===== src/hdl/sha1_message_hasher_assert.svh =====
// Assertion macros for the SHA-1 message hasher.
// Included by modules that carry concurrent checks; no other dependencies.
`ifndef SHA1_MESSAGE_HASHER_ASSERT_SVH
`define SHA1_MESSAGE_HASHER_ASSERT_SVH

// Same-cycle implication, disabled while reset is low.
`define SMH_ASSERT_NOW(lbl, clk, rst_n, ante, cons) \
    lbl: assert property (@(posedge clk) disable iff (!rst_n) (ante) |-> (cons)) \
        else $error("sha1 check failed");

// Next-cycle implication, disabled while reset is low.
`define SMH_ASSERT_NEXT(lbl, clk, rst_n, ante, cons) \
    lbl: assert property (@(posedge clk) disable iff (!rst_n) (ante) |=> (cons)) \
        else $error("sha1 check failed");

`endif


===== src/hdl/sha1mh_pkg.sv =====
// Package for the SHA-1 message hasher: word type and the hash constants.
// No dependencies.
`default_nettype none

package sha1mh_pkg;

    typedef logic [31:0] t_word;

    localparam t_word H_INIT [5] = '{
        32'h67452301, 32'hEFCDAB89, 32'h98BADCFE, 32'h10325476, 32'hC3D2E1F0
    };

    localparam t_word K_ROUND [4] = '{
        32'h5A827999, 32'h6ED9EBA1, 32'h8F1BBCDC, 32'hCA62C1D6
    };

    // Round constant by round number 0..79
    function automatic t_word round_k(input logic [6:0] t);
        t_word k;
        if (t < 7'd20) begin
            k = K_ROUND[0];
        end else if (t < 7'd40) begin
            k = K_ROUND[1];
        end else if (t < 7'd60) begin
            k = K_ROUND[2];
        end else begin
            k = K_ROUND[3];
        end
        return k;
    endfunction

    // Round function by round number
    function automatic t_word round_f(input logic [6:0] t, input t_word b,
                                      input t_word c, input t_word d);
        t_word f;
        if (t < 7'd20) begin
            f = (b & c) | (~b & d);
        end else if (t >= 7'd40 && t < 7'd60) begin
            f = (b & c) | (b & d) | (c & d);
        end else begin
            f = b ^ c ^ d;
        end
        return f;
    endfunction

endpackage

`default_nettype wire


===== src/hdl/sha1mh_ram.sv =====
// Generic RAM: one write port, two read ports with registered read data.
// No dependencies.
`default_nettype none

module sha1mh_ram #(
    parameter int WIDTH = 32,
    parameter int DEPTH = 16
) (
    input  wire logic                     i_clk,
    input  wire logic                     i_we,
    input  wire logic [$clog2(DEPTH)-1:0] i_waddr,
    input  wire logic [WIDTH-1:0]         i_wdata,
    input  wire logic [$clog2(DEPTH)-1:0] i_raddr0,
    input  wire logic [$clog2(DEPTH)-1:0] i_raddr1,
    output logic      [WIDTH-1:0]         o_rdata0,
    output logic      [WIDTH-1:0]         o_rdata1
);

    logic [WIDTH-1:0] r_mem [DEPTH];

    always_ff @(posedge i_clk) begin
        if (i_we) begin
            r_mem[i_waddr] <= i_wdata;
        end
        o_rdata0 <= r_mem[i_raddr0];
        o_rdata1 <= r_mem[i_raddr1];
    end

endmodule

`default_nettype wire


===== src/hdl/sha1_message_hasher.sv =====
// SHA-1 message hasher: one beat per byte, a byte per cycle when no block completes.
// A block runs CA (setup), then CB and CR for each of the 80 rounds, then CADD (add).
// One 16-word buffer RAM with two read ports feeds the message schedule. End of
// message: pad bytes one per cycle unless a block compresses, length words, final
// compression, five digest beats (one on error). Sync active-low reset loads H_INIT.
`default_nettype none

module sha1_message_hasher (
    input  wire logic        i_clk,
    input  wire logic        i_rst_n,
    input  wire logic        i_valid,
    output logic             o_stall,
    input  wire logic [7:0]  i_byte_value,
    input  wire logic [3:0]  i_valid_bits,
    input  wire logic        i_end_of_message,
    output logic             o_valid,
    input  wire logic        i_stall,
    output logic [31:0]      o_digest_word,
    output logic [2:0]       o_word_index,
    output logic [1:0]       o_status,
    output logic             o_last_word
);

`include "sha1_message_hasher_assert.svh"

    localparam logic [3:0] ST_IDLE = 4'd0;
    localparam logic [3:0] ST_PADB = 4'd1;
    localparam logic [3:0] ST_PAD  = 4'd2;
    localparam logic [3:0] ST_LEN  = 4'd3;
    localparam logic [3:0] ST_CA   = 4'd4;
    localparam logic [3:0] ST_CB   = 4'd5;
    localparam logic [3:0] ST_CR   = 4'd6;
    localparam logic [3:0] ST_CADD = 4'd7;
    localparam logic [3:0] ST_OUT  = 4'd8;
    localparam logic [3:0] ST_ERR  = 4'd9;

    localparam logic [1:0] ERR_NONE     = 2'd0;
    localparam logic [1:0] ERR_PARTIAL  = 2'd1;
    localparam logic [1:0] ERR_OVERFLOW = 2'd2;

    logic [3:0]  r_state;
    logic [3:0]  r_ret;
    logic [5:0]  r_pos;
    logic [31:0] r_word;
    logic [63:0] r_len;
    logic [1:0]  r_err;
    logic [7:0]  r_pad;
    logic [6:0]  r_t;
    logic [2:0]  r_k;
    logic [31:0] r_xa;
    sha1mh_pkg::t_word r_h [5];
    sha1mh_pkg::t_word r_a, r_b, r_c, r_d, r_e;
    logic        r_ovalid;

    // Input beat decode
    logic        acc;
    logic [3:0]  vb;
    logic        full, part, ok, carry;
    logic [64:0] sum;
    logic [1:0]  err_end;

    assign acc   = i_valid && !o_stall;
    assign vb    = i_valid_bits[3] ? 4'd8 : i_valid_bits;
    assign full  = vb[3];
    assign part  = !full && (vb != 4'd0);
    assign ok    = (r_err == ERR_NONE);
    assign sum   = {1'b0, r_len} + {61'd0, vb};
    assign carry = sum[64];

    always_comb begin
        err_end = r_err;
        if (ok && (full || part) && carry) begin
            err_end = ERR_OVERFLOW;
        end
    end

    // Byte insertion into the block buffer
    logic       put_en;
    logic [7:0] put_val;
    logic       wrap;
    logic [31:0] put_word;

    always_comb begin
        put_en  = 1'b0;
        put_val = 8'd0;
        unique case (r_state)
            ST_IDLE: begin
                put_en  = acc && full && ok && !carry;
                put_val = i_byte_value;
            end
            ST_PADB: begin
                put_en  = 1'b1;
                put_val = r_pad;
            end
            ST_PAD: begin
                put_en  = (r_pos != 6'd56);
            end
            default: begin
                put_en = 1'b0;
            end
        endcase
    end

    assign wrap     = put_en && (r_pos == 6'd63);
    assign put_word = {r_word[23:0], put_val};

    // Schedule and round datapath
    logic [3:0]  t4, idx;
    logic [3:0]  raddr0, raddr1;
    logic [31:0] rd0, rd1;
    logic [31:0] wx, w, tmp;
    logic        we;
    logic [3:0]  waddr;
    logic [31:0] wdata;

    assign t4  = r_t[3:0];
    assign idx = (r_state == ST_CR) ? t4 + 4'd1 : t4;

    // Reads t-3, t-8 first, then t-14 and t-16 (or word t itself in the first 16)
    always_comb begin
        if (r_state == ST_CB) begin
            raddr0 = t4 + 4'd2;
            raddr1 = t4;
        end else begin
            raddr0 = idx + 4'd13;
            raddr1 = idx + 4'd8;
        end
    end

    assign wx  = r_xa ^ rd0 ^ rd1;
    assign w   = (r_t < 7'd16) ? rd1 : {wx[30:0], wx[31]};
    assign tmp = {r_a[26:0], r_a[31:27]} + sha1mh_pkg::round_f(r_t, r_b, r_c, r_d)
               + r_e + w + sha1mh_pkg::round_k(r_t);

    always_comb begin
        we    = 1'b0;
        waddr = r_pos[5:2];
        wdata = put_word;
        if (r_state == ST_CR) begin
            we    = 1'b1;
            waddr = t4;
            wdata = w;
        end else if (r_state == ST_LEN) begin
            we    = 1'b1;
            wdata = r_pos[2] ? r_len[31:0] : r_len[63:32];
        end else if (put_en && (r_pos[1:0] == 2'd3)) begin
            we = 1'b1;
        end
    end

    sha1mh_ram #(
        .WIDTH(32),
        .DEPTH(16)
    ) u_buf (
        .i_clk   (i_clk),
        .i_we    (we),
        .i_waddr (waddr),
        .i_wdata (wdata),
        .i_raddr0(raddr0),
        .i_raddr1(raddr1),
        .o_rdata0(rd0),
        .o_rdata1(rd1)
    );

    logic slot_free;
    logic out_load;
    assign slot_free = !r_ovalid || !i_stall;
    assign out_load  = slot_free && ((r_state == ST_OUT) || (r_state == ST_ERR));
    assign o_stall   = (r_state != ST_IDLE);
    assign o_valid   = r_ovalid;

    // Sequencer and state update
    always_ff @(posedge i_clk) begin
        if (!i_rst_n) begin
            r_state  <= ST_IDLE;
            r_ret    <= ST_IDLE;
            r_pos    <= 6'd0;
            r_len    <= 64'd0;
            r_err    <= ERR_NONE;
            r_t      <= 7'd0;
            r_k      <= 3'd0;
            r_ovalid <= 1'b0;
            for (int i = 0; i < 5; i++) begin
                r_h[i] <= sha1mh_pkg::H_INIT[i];
            end
        end else begin
            // Output beat register: load a new beat or drop the one taken
            if (out_load) begin
                r_ovalid <= 1'b1;
            end else if (!i_stall) begin
                r_ovalid <= 1'b0;
            end

            if (put_en) begin
                r_word <= put_word;
                r_pos  <= r_pos + 6'd1;
            end

            unique case (r_state)
                ST_IDLE: begin
                    if (acc) begin
                        if (full && ok && !carry) begin
                            r_len <= sum[63:0];
                        end
                        if (i_end_of_message) begin
                            if (err_end != ERR_NONE) begin
                                r_err   <= err_end;
                                r_state <= ST_ERR;
                            end else begin
                                r_pad <= part ? ((i_byte_value & ~(8'hFF >> vb[2:0]))
                                                 | (8'h80 >> vb[2:0])) : 8'h80;
                                if (part) begin
                                    r_len <= sum[63:0];
                                end
                                if (!wrap) begin
                                    r_state <= ST_PADB;
                                end
                                r_ret <= ST_PADB;
                            end
                        end else begin
                            if (ok && full && carry) begin
                                r_err <= ERR_OVERFLOW;
                            end else if (ok && part) begin
                                r_err <= ERR_PARTIAL;
                            end
                            r_ret <= ST_IDLE;
                        end
                    end
                end
                ST_PADB: begin
                    if (!wrap) begin
                        r_state <= ST_PAD;
                    end
                    r_ret <= ST_PAD;
                end
                ST_PAD: begin
                    r_ret <= ST_PAD;
                    if (r_pos == 6'd56) begin
                        r_state <= ST_LEN;
                    end
                end
                ST_LEN: begin
                    r_pos <= r_pos + 6'd4;
                    if (r_pos == 6'd60) begin
                        r_ret   <= ST_OUT;
                        r_state <= ST_CA;
                        r_t     <= 7'd0;
                        r_a     <= r_h[0];
                        r_b     <= r_h[1];
                        r_c     <= r_h[2];
                        r_d     <= r_h[3];
                        r_e     <= r_h[4];
                    end
                end
                ST_CA: begin
                    r_state <= ST_CB;
                end
                ST_CB: begin
                    r_xa    <= rd0 ^ rd1;
                    r_state <= ST_CR;
                end
                ST_CR: begin
                    r_a <= tmp;
                    r_b <= r_a;
                    r_c <= {r_b[1:0], r_b[31:2]};
                    r_d <= r_c;
                    r_e <= r_d;
                    if (r_t == 7'd79) begin
                        r_state <= ST_CADD;
                    end else begin
                        r_t     <= r_t + 7'd1;
                        r_state <= ST_CB;
                    end
                end
                ST_CADD: begin
                    r_h[0]  <= r_h[0] + r_a;
                    r_h[1]  <= r_h[1] + r_b;
                    r_h[2]  <= r_h[2] + r_c;
                    r_h[3]  <= r_h[3] + r_d;
                    r_h[4]  <= r_h[4] + r_e;
                    r_state <= r_ret;
                end
                ST_OUT: begin
                    if (slot_free) begin
                        o_digest_word <= r_h[r_k];
                        o_word_index  <= r_k;
                        o_status      <= ERR_NONE;
                        o_last_word   <= (r_k == 3'd4);
                        if (r_k == 3'd4) begin
                            r_k     <= 3'd0;
                            r_state <= ST_IDLE;
                            r_pos   <= 6'd0;
                            r_len   <= 64'd0;
                            r_err   <= ERR_NONE;
                            for (int i = 0; i < 5; i++) begin
                                r_h[i] <= sha1mh_pkg::H_INIT[i];
                            end
                        end else begin
                            r_k <= r_k + 3'd1;
                        end
                    end
                end
                ST_ERR: begin
                    if (slot_free) begin
                        o_digest_word <= 32'd0;
                        o_word_index  <= 3'd0;
                        o_status      <= r_err;
                        o_last_word   <= 1'b1;
                        r_state       <= ST_IDLE;
                        r_pos         <= 6'd0;
                        r_len         <= 64'd0;
                        r_err         <= ERR_NONE;
                        for (int i = 0; i < 5; i++) begin
                            r_h[i] <= sha1mh_pkg::H_INIT[i];
                        end
                    end
                end
                default: begin
                    r_state <= ST_IDLE;
                end
            endcase

            // A completed block diverts to compression, then resumes
            if (wrap) begin
                r_state <= ST_CA;
                r_t     <= 7'd0;
                r_a     <= r_h[0];
                r_b     <= r_h[1];
                r_c     <= r_h[2];
                r_d     <= r_h[3];
                r_e     <= r_h[4];
            end
        end
    end

    // Checks
    `SMH_ASSERT_NOW(a_round_range, i_clk, i_rst_n,
        (r_state == ST_CA || r_state == ST_CB || r_state == ST_CR), (r_t <= 7'd79))
    `SMH_ASSERT_NOW(a_word_range, i_clk, i_rst_n, (r_state == ST_OUT), (r_k <= 3'd4))
    `SMH_ASSERT_NOW(a_last_ok, i_clk, i_rst_n, (o_valid && o_last_word),
        (o_word_index == 3'd4 || o_status != ERR_NONE))
    `SMH_ASSERT_NEXT(a_eom_busy, i_clk, i_rst_n, (acc && i_end_of_message),
        (r_state != ST_IDLE))

endmodule

`default_nettype wire


===== config.mk =====
export PLATFORM = sky130hd
export DESIGN_NAME = sha1_message_hasher
export DESIGN_NICKNAME = d
export VERILOG_FILES = /design/src/hdl/sha1mh_pkg.sv /design/src/hdl/sha1mh_ram.sv /design/src/hdl/sha1_message_hasher.sv
export VERILOG_INCLUDE_DIRS = /design/src /design/src/hdl
export SDC_FILE = /design/constraint.sdc
export NUM_CORES = 2
export LEC_CHECK = 0
export ABC_AREA = 1
export CORE_MARGIN = 2
export CORE_UTILIZATION = 60
export CTS_CLUSTER_DIAMETER = 50
export DETAILED_ROUTE_END_ITERATION = 7
export DONT_BUFFER_PORTS = 1
export PLACE_DENSITY = 0.82
export SLEW_MARGIN = 20
export SYNTH_ARGS = -nofsm -noshare
export SYNTH_HDL_FRONTEND = slang
export SYNTH_HIERARCHICAL = 1
export SYNTH_SLANG_ARGS = --single-unit

===== constraint.sdc =====
create_clock -name i_clk -period 15.8 [get_ports i_clk]
set_input_delay 1.58 -clock i_clk [delete_from_list [all_inputs] [get_ports i_clk]]
set_output_delay 1.58 -clock i_clk [all_outputs]
set_load 0.05 [all_outputs]

== Yosys cells after proc, flatten, opt, wreduce, memory -nomap -nowiden ==
Memories as Yosys holds them, arrays and structs flattened. A register that Yosys moved wholly into a read port is not among the register bits.
Cells that the tools add are included.
Cells by class
  shift operators: 2
  muxes and demuxes: 123
  add/sub/neg operators: 18
  eq/ne operators: 35
  reductions and logical operators: 47
  bitwise operators: 33
  magnitude comparators: 5
Operators by type and width (number)
  $mux 32: 35
  $mux 64: 8
  $pmux 32 s2: 6
  $add 32x32->32: 9
  $pmux 64 s3: 1
  $xor 32x32->32: 5
  $and 32x32->32: 4
  $or 32x32->32: 3
  $mux 4: 17
  $add 64x4->65: 1
  $pmux 4 s10: 1
  $not 32->32: 1
  $mux 31: 1
  $mux 6: 4
  $mux 1: 22
  $mux 2: 11
  $ne 3x3->1 const B: 7
  $reduce_and 7->1: 3
  $eq 6x6->1 const B: 3
  $mux 3: 6
  $pmux 6 s3: 1
  $eq 4x3->1 const B: 4
  $pmux 8 s2: 1
  $shr 8x3->8 const A: 2
  other kinds (47): 107
Storage, ports and cells
  bits in writable memories: 672
  logic and storage cells: 286
  input port bits: 17
  register bits after elaboration: 353
  memories kept: 2
  output and inout bits: 40
Memory list
  u_buf.r_mem: words 16, width 32, read ports 2, clocked after Yosys merged registers in 2, wr ports 1, line sha1mh_ram.sv:19  | logic [WIDTH-1:0] r_mem [DEPTH];
  r_h: words 5, width 32, read ports 6, clocked after Yosys merged registers in 1, wr ports 5, line sha1_message_hasher.sv:51  | sha1mh_pkg::t_word r_h [5];

== Logic depth before layout (Yosys ltp) ==
  word-level depth: 13
  depth in mapped cells: 25

== Hierarchy ==
The synthesis kept the hierarchy.
Modules (own cells, without submodules)
  sha1_message_hasher: area each 39221.4 µm², cells each 5037, times used 1, sequential area each 14533.9 µm²
  sha1mh_ram: area each 28673.8 µm², cells each 3317, times used 1, sequential area each 16656.0 µm²

== Worst setup path before layout ==
OpenSTA, ideal clock, no wires.
  kind: input-to-reg
  start point: input i_valid_bits[3]
  end point: register r_a[0], enable pin
  required time: 15.067 ns
  setup slack: 4.178 ns
  stages: 16
  arrival time: 10.889 ns
  buffers on the path: 0
  cell sequence: inv_1 -> nand2_1 -> inv_1 -> ha_1 -> inv_1 -> fa_1 -> nor2_1 -> nor2_1 -> nor2_2 -> nand2_2 -> nor2_4 -> nand2_1 -> nand2_2 -> o21ai_2 -> nand4_2 -> a21oi_1
On the way
  longest elaborated chain between the ends: 8
  elaborated cells on any way between the ends: 11
  classes of those cells: add/sub: 1; eq/ne: 1; mux: 2; reduce/logical: 7
RTL lines
  start: declaration: line sha1_message_hasher.sv:14  | input wire logic [3:0] i_valid_bits,
  $mux 4 *: line sha1_message_hasher.sv:63  | assign vb = i_valid_bits[3] ? 4'd8 : i_valid_bits;
  $add 64x4->65 or $logic_and 1x1->1 (tied branches): line sha1_message_hasher.sv:67, sha1_message_hasher.sv:88
  $logic_not 1->1 or $logic_and 1x1->1 (tied branches): line sha1_message_hasher.sv:88  | put_en = acc && full && ok && !carry;
  $logic_and 1x1->1 *: line sha1_message_hasher.sv:88
  $pmux 1 s3 *: line sha1_message_hasher.sv:86  | unique case (r_state)
  $logic_and 1x1->1 *: line sha1_message_hasher.sv:104  | assign wrap = put_en && (r_pos == 6'd63);
  $ne 3x2->1 (no source line) or $reduce_bool 3->1 (tied branches)
  $reduce_and 3->1 (no source line) *
  end signal: assignment: line sha1_message_hasher.sv:248  | r_a <= r_h[0];
  end signal: assignment: line sha1_message_hasher.sv:263  | r_a <= tmp;
  end signal: assignment: line sha1_message_hasher.sv:327  | r_a <= r_h[0];
  end: declaration: line sha1_message_hasher.sv:52  | sha1mh_pkg::t_word r_a, r_b, r_c, r_d, r_e;
Every way passes the cells marked *; elsewhere a longest branch is shown, timed or not.
A chain may end at the register's enable or synchronous reset.

== Worst setup path after layout ==
  start point: register r_t[4]
  end point: register r_a[23] (data pin)
On the way
  longest elaborated chain between the ends: 10
  elaborated cells on any way between the ends: 18
  classes of those cells: add/sub: 4; order compare: 5; mux: 8; reduce/logical: 1
RTL lines
  start: declaration: line sha1_message_hasher.sv:48  | logic [6:0] r_t;
  start signal: assignment: line sha1_message_hasher.sv:271  | r_t <= r_t + 7'd1;
  $ge 7x6->1 or $lt 7x6->1 (tied branches): line sha1mh_pkg.sv:38, sha1mh_pkg.sv:24
  $logic_and 1x1->1: line sha1mh_pkg.sv:38  | end else if (t >= 7'd40 && t < 7'd60) begin
  $mux 32: line sha1mh_pkg.sv:38
  $mux 32: line sha1mh_pkg.sv:36  | if (t < 7'd20) begin
  $add 32x32->32: line sha1_message_hasher.sv:132  | assign tmp = {r_a[26:0], r_a[31:27]} + sha1mh_pkg::round_f(r_t, r_b, r_c, r_d)
  $add 32x32->32 (2 in series): line sha1_message_hasher.sv:133  | + r_e + w + sha1mh_pkg::round_k(r_t);
  $add 32x32->32 *: line sha1_message_hasher.sv:133
  $pmux 32 s2 *: line sha1_message_hasher.sv:199  | unique case (r_state)
  $mux 32 *: line sha1_message_hasher.sv:324  | if (wrap) begin
Marked as above.

==> results.ini <==
[synth]
synth_area_um2=67900
syn-num-nets=8705
ys_seq_elements=1091
synth-seq-area-share_pct=45.9
synthSimpleGateAreaFrac_pct=24.0
synth_edf_count=934
synth.area.mux_share_pct=0.0774
synth_top_family_by_area=simple AND/OR/NAND/NOR gates
synth_xor_area_share_pct=1.43
async_flop_share_pct=0
yosys_warnings=6
synth_compound_area_share_pct=10.9
synth_top_flop_cell=edfxtp_1
synth-adder-area-share_pct=7.55
syn_area_per_cell_um2=8.13
synthCells=8354
synth_cell_type_count=64

[placed_design]
hpwl_mm=163
placed_area_um2=68900
place.gp.congestion=1.04
pre_cts_ws_ns=9.27
io_buffers=0
dp.cells=9598

[timing]
drv_slew=0
fin_crit_ns=6.60
fmax_mhz=151
setup_tns_ns=0
tightest_slew_ns=1.27
period_share_pct=41.8
timing.final.hold_violations=0
rsz0062_at_grt=false
setup_viol=0
relSlewSlack_pct=15.1
fin_ws_ns=9.20
fin_skew_ns=0.0411
hold-worst-slack_ns=0.451

[clock_tree]
clockBufferDepth=3
clk_latency_ns=0.81
htree_levels=4
clkSlewWorstSetupHoldPaths_ns=0.06
cts_buffers=146
cts-resized-gates=0
cts_setup_buffers=0
cts_tree=done
clock_sinks=1091
cts_hold_buf=0
cts-root-buf=clkbuf_16

[hold_path]
hold_class=reg2reg

[worst_setup_path]
start_kind=flip-flop
r2r_slack_ns=9.20
crit_required_ns=16.31
critical_path_class=reg2reg
cp_max_fo=57
worstSetupEndpointType=flip-flop
arrival_ns=7.11

[finish]
nets=8597
mostFrequentLayoutCells=2030 x nand2_1, 1298 x inv_1, 1086 x nand3_1, 934 x edfxtp_1, 598 x o21ai_0
multi_input_area_um2=30100
area_growth_pct=8.88
seqCellArea_um2=31200
finalNonFillerCells=9867
final_common_cell=nand2_1
diodes=0
drive_above_1_share_pct=5.47
final_core_util_pct=65.8
fin_area_um2=73900
nFillCells=9126

[routing]
routed_wl_mm=242
firstDrtPassIters=7
drtAntennaViolNets=0
first_iter_violations=8116
viasPerCell=6.19
route.detailed.drc=0
vias=61100
wire_per_inst_um=24.5

[grt]
grt_max_degree=172
overflow=0
grt_pass1_wl_mm=356
antenna_found_initial=6
grt_pass1_vias=58200
grt_use_total_pct=41.0

[floorplanning]
dieArea_um2=116000
die_h_um=340
core-area_um2=112000
rows=123
start_util_pct=60.4
die_w_um=340
pin_count=57

[power]
power_density_nw_per_um2=122
vdd_drop_max_mv=0.137
finalPower_mw=9.02
leakage_nw=31.3

[outcome]
outcome=completed

[job]
drv_cap=0

[area by class of cell]
class / instances / area share (%)
Sequential cell: 1091 / 42.2
Multi-Input combinational cell: 5597 / 40.7
Inverter: 1317 / 6.71
Clock buffer: 192 / 5.37
Tap cell: 1500 / 2.54
Clock inverter: 77 / 1.42
Timing Repair Buffer: 93 / 1.02
[cells in the mapped netlist (73+ instances only)]
library cell  count  share of area, %
fa_1            126               3.7
o21ai_0         620               4.6
ha_1            208               3.8
inv_1          1303               7.2
dfxtp_1         157               4.6
a21oi_1         459               3.4
nand2_1        2033                11
edfxtp_1        934                41
nor2_1          432               2.4
xor2_1           73              0.94
clkbuf_1        127              0.70
nand3_1        1086               8.0
buf_2           112              0.83
[cell families after synthesis]
kind of cell               count (synthesis)
buffers and inverters                   1666
muxes                                      5
and+or+nand+nor                         3799
adders and majority gates                334
DFF                                     1091
AOI/OAI and AO/OA                       1348
xor gates and xnor gates                 111
[power by group]
part / switching, mW / internal [mW] / leakage [nW] / total, mW
sequential: 0.102 / 3.40 / 9.55 / 3.50
combinational: 1.49 / 0.587 / 19.3 / 2.08
clock: 1.37 / 2.07 / 2.41 / 3.44
total: 2.96 / 6.06 / 31.3 / 9.02
[layer usage]
layer	part of all wire, %	track usage, %
met5	0.025	0
met4	9.1	31.5
met3	12	9.11
met2	45	64.5
met1	34	49.3
[critical path, stage by stage, from the launching register on]
cell	delay [ns]
dfxtp_1	0.39
nand2_1	0.11
o21ai_1	0.46
inv_1	0.33
nand2_2	0.11
buf_4	0.51
mux2_2	0.42
a21oi_1	0.21
fa_1	0.47
fa_1	0.46
inv_1	0.07
ha_1	0.24
inv_1	0.09
fa_1	0.40
o21ai_0	0.54
a21oi_1	0.22
o21ai_0	0.58
a21oi_1	0.25
o21ai_0	0.21
nand2_1	0.07
nand3_1	0.08
o21ai_0	0.08
[state kept, by name (all words and copies together), names as in the netlist, named ones only]
register / count
u_buf/r_mem: 512
r_h: 160
r_len: 64
o_digest_word: 32
r_a: 32
r_b: 32
r_c: 32
r_d: 32
r_e: 32
r_xa: 32
u_buf/o_rdata0: 32
u_buf/o_rdata1: 32
r_word: 24
r_pad: 8
r_t: 7
r_pos: 6
r_state: 4
o_word_index: 3
r_k: 3
r_ret: 3
o_status: 2
r_err: 2
o_last_word: 1
o_valid: 1
[path summary, 6_finish.rpt]
check | startpoint | end | depth (start not counted)
setup / recovery | r_t[4]$_SDFFE_PP0P_ | r_a[23]$_DFFE_PP_ | 21
setup reg to reg | r_t[4]$_SDFFE_PP0P_ | r_a[23]$_DFFE_PP_ | 21
hold / removal | r_word[12]$_DFFE_PP_ | r_word[20]$_DFFE_PP_ | 0
hold reg to reg | r_word[12]$_DFFE_PP_ | r_word[20]$_DFFE_PP_ | 0
Power figures use the tool's default switching activity.
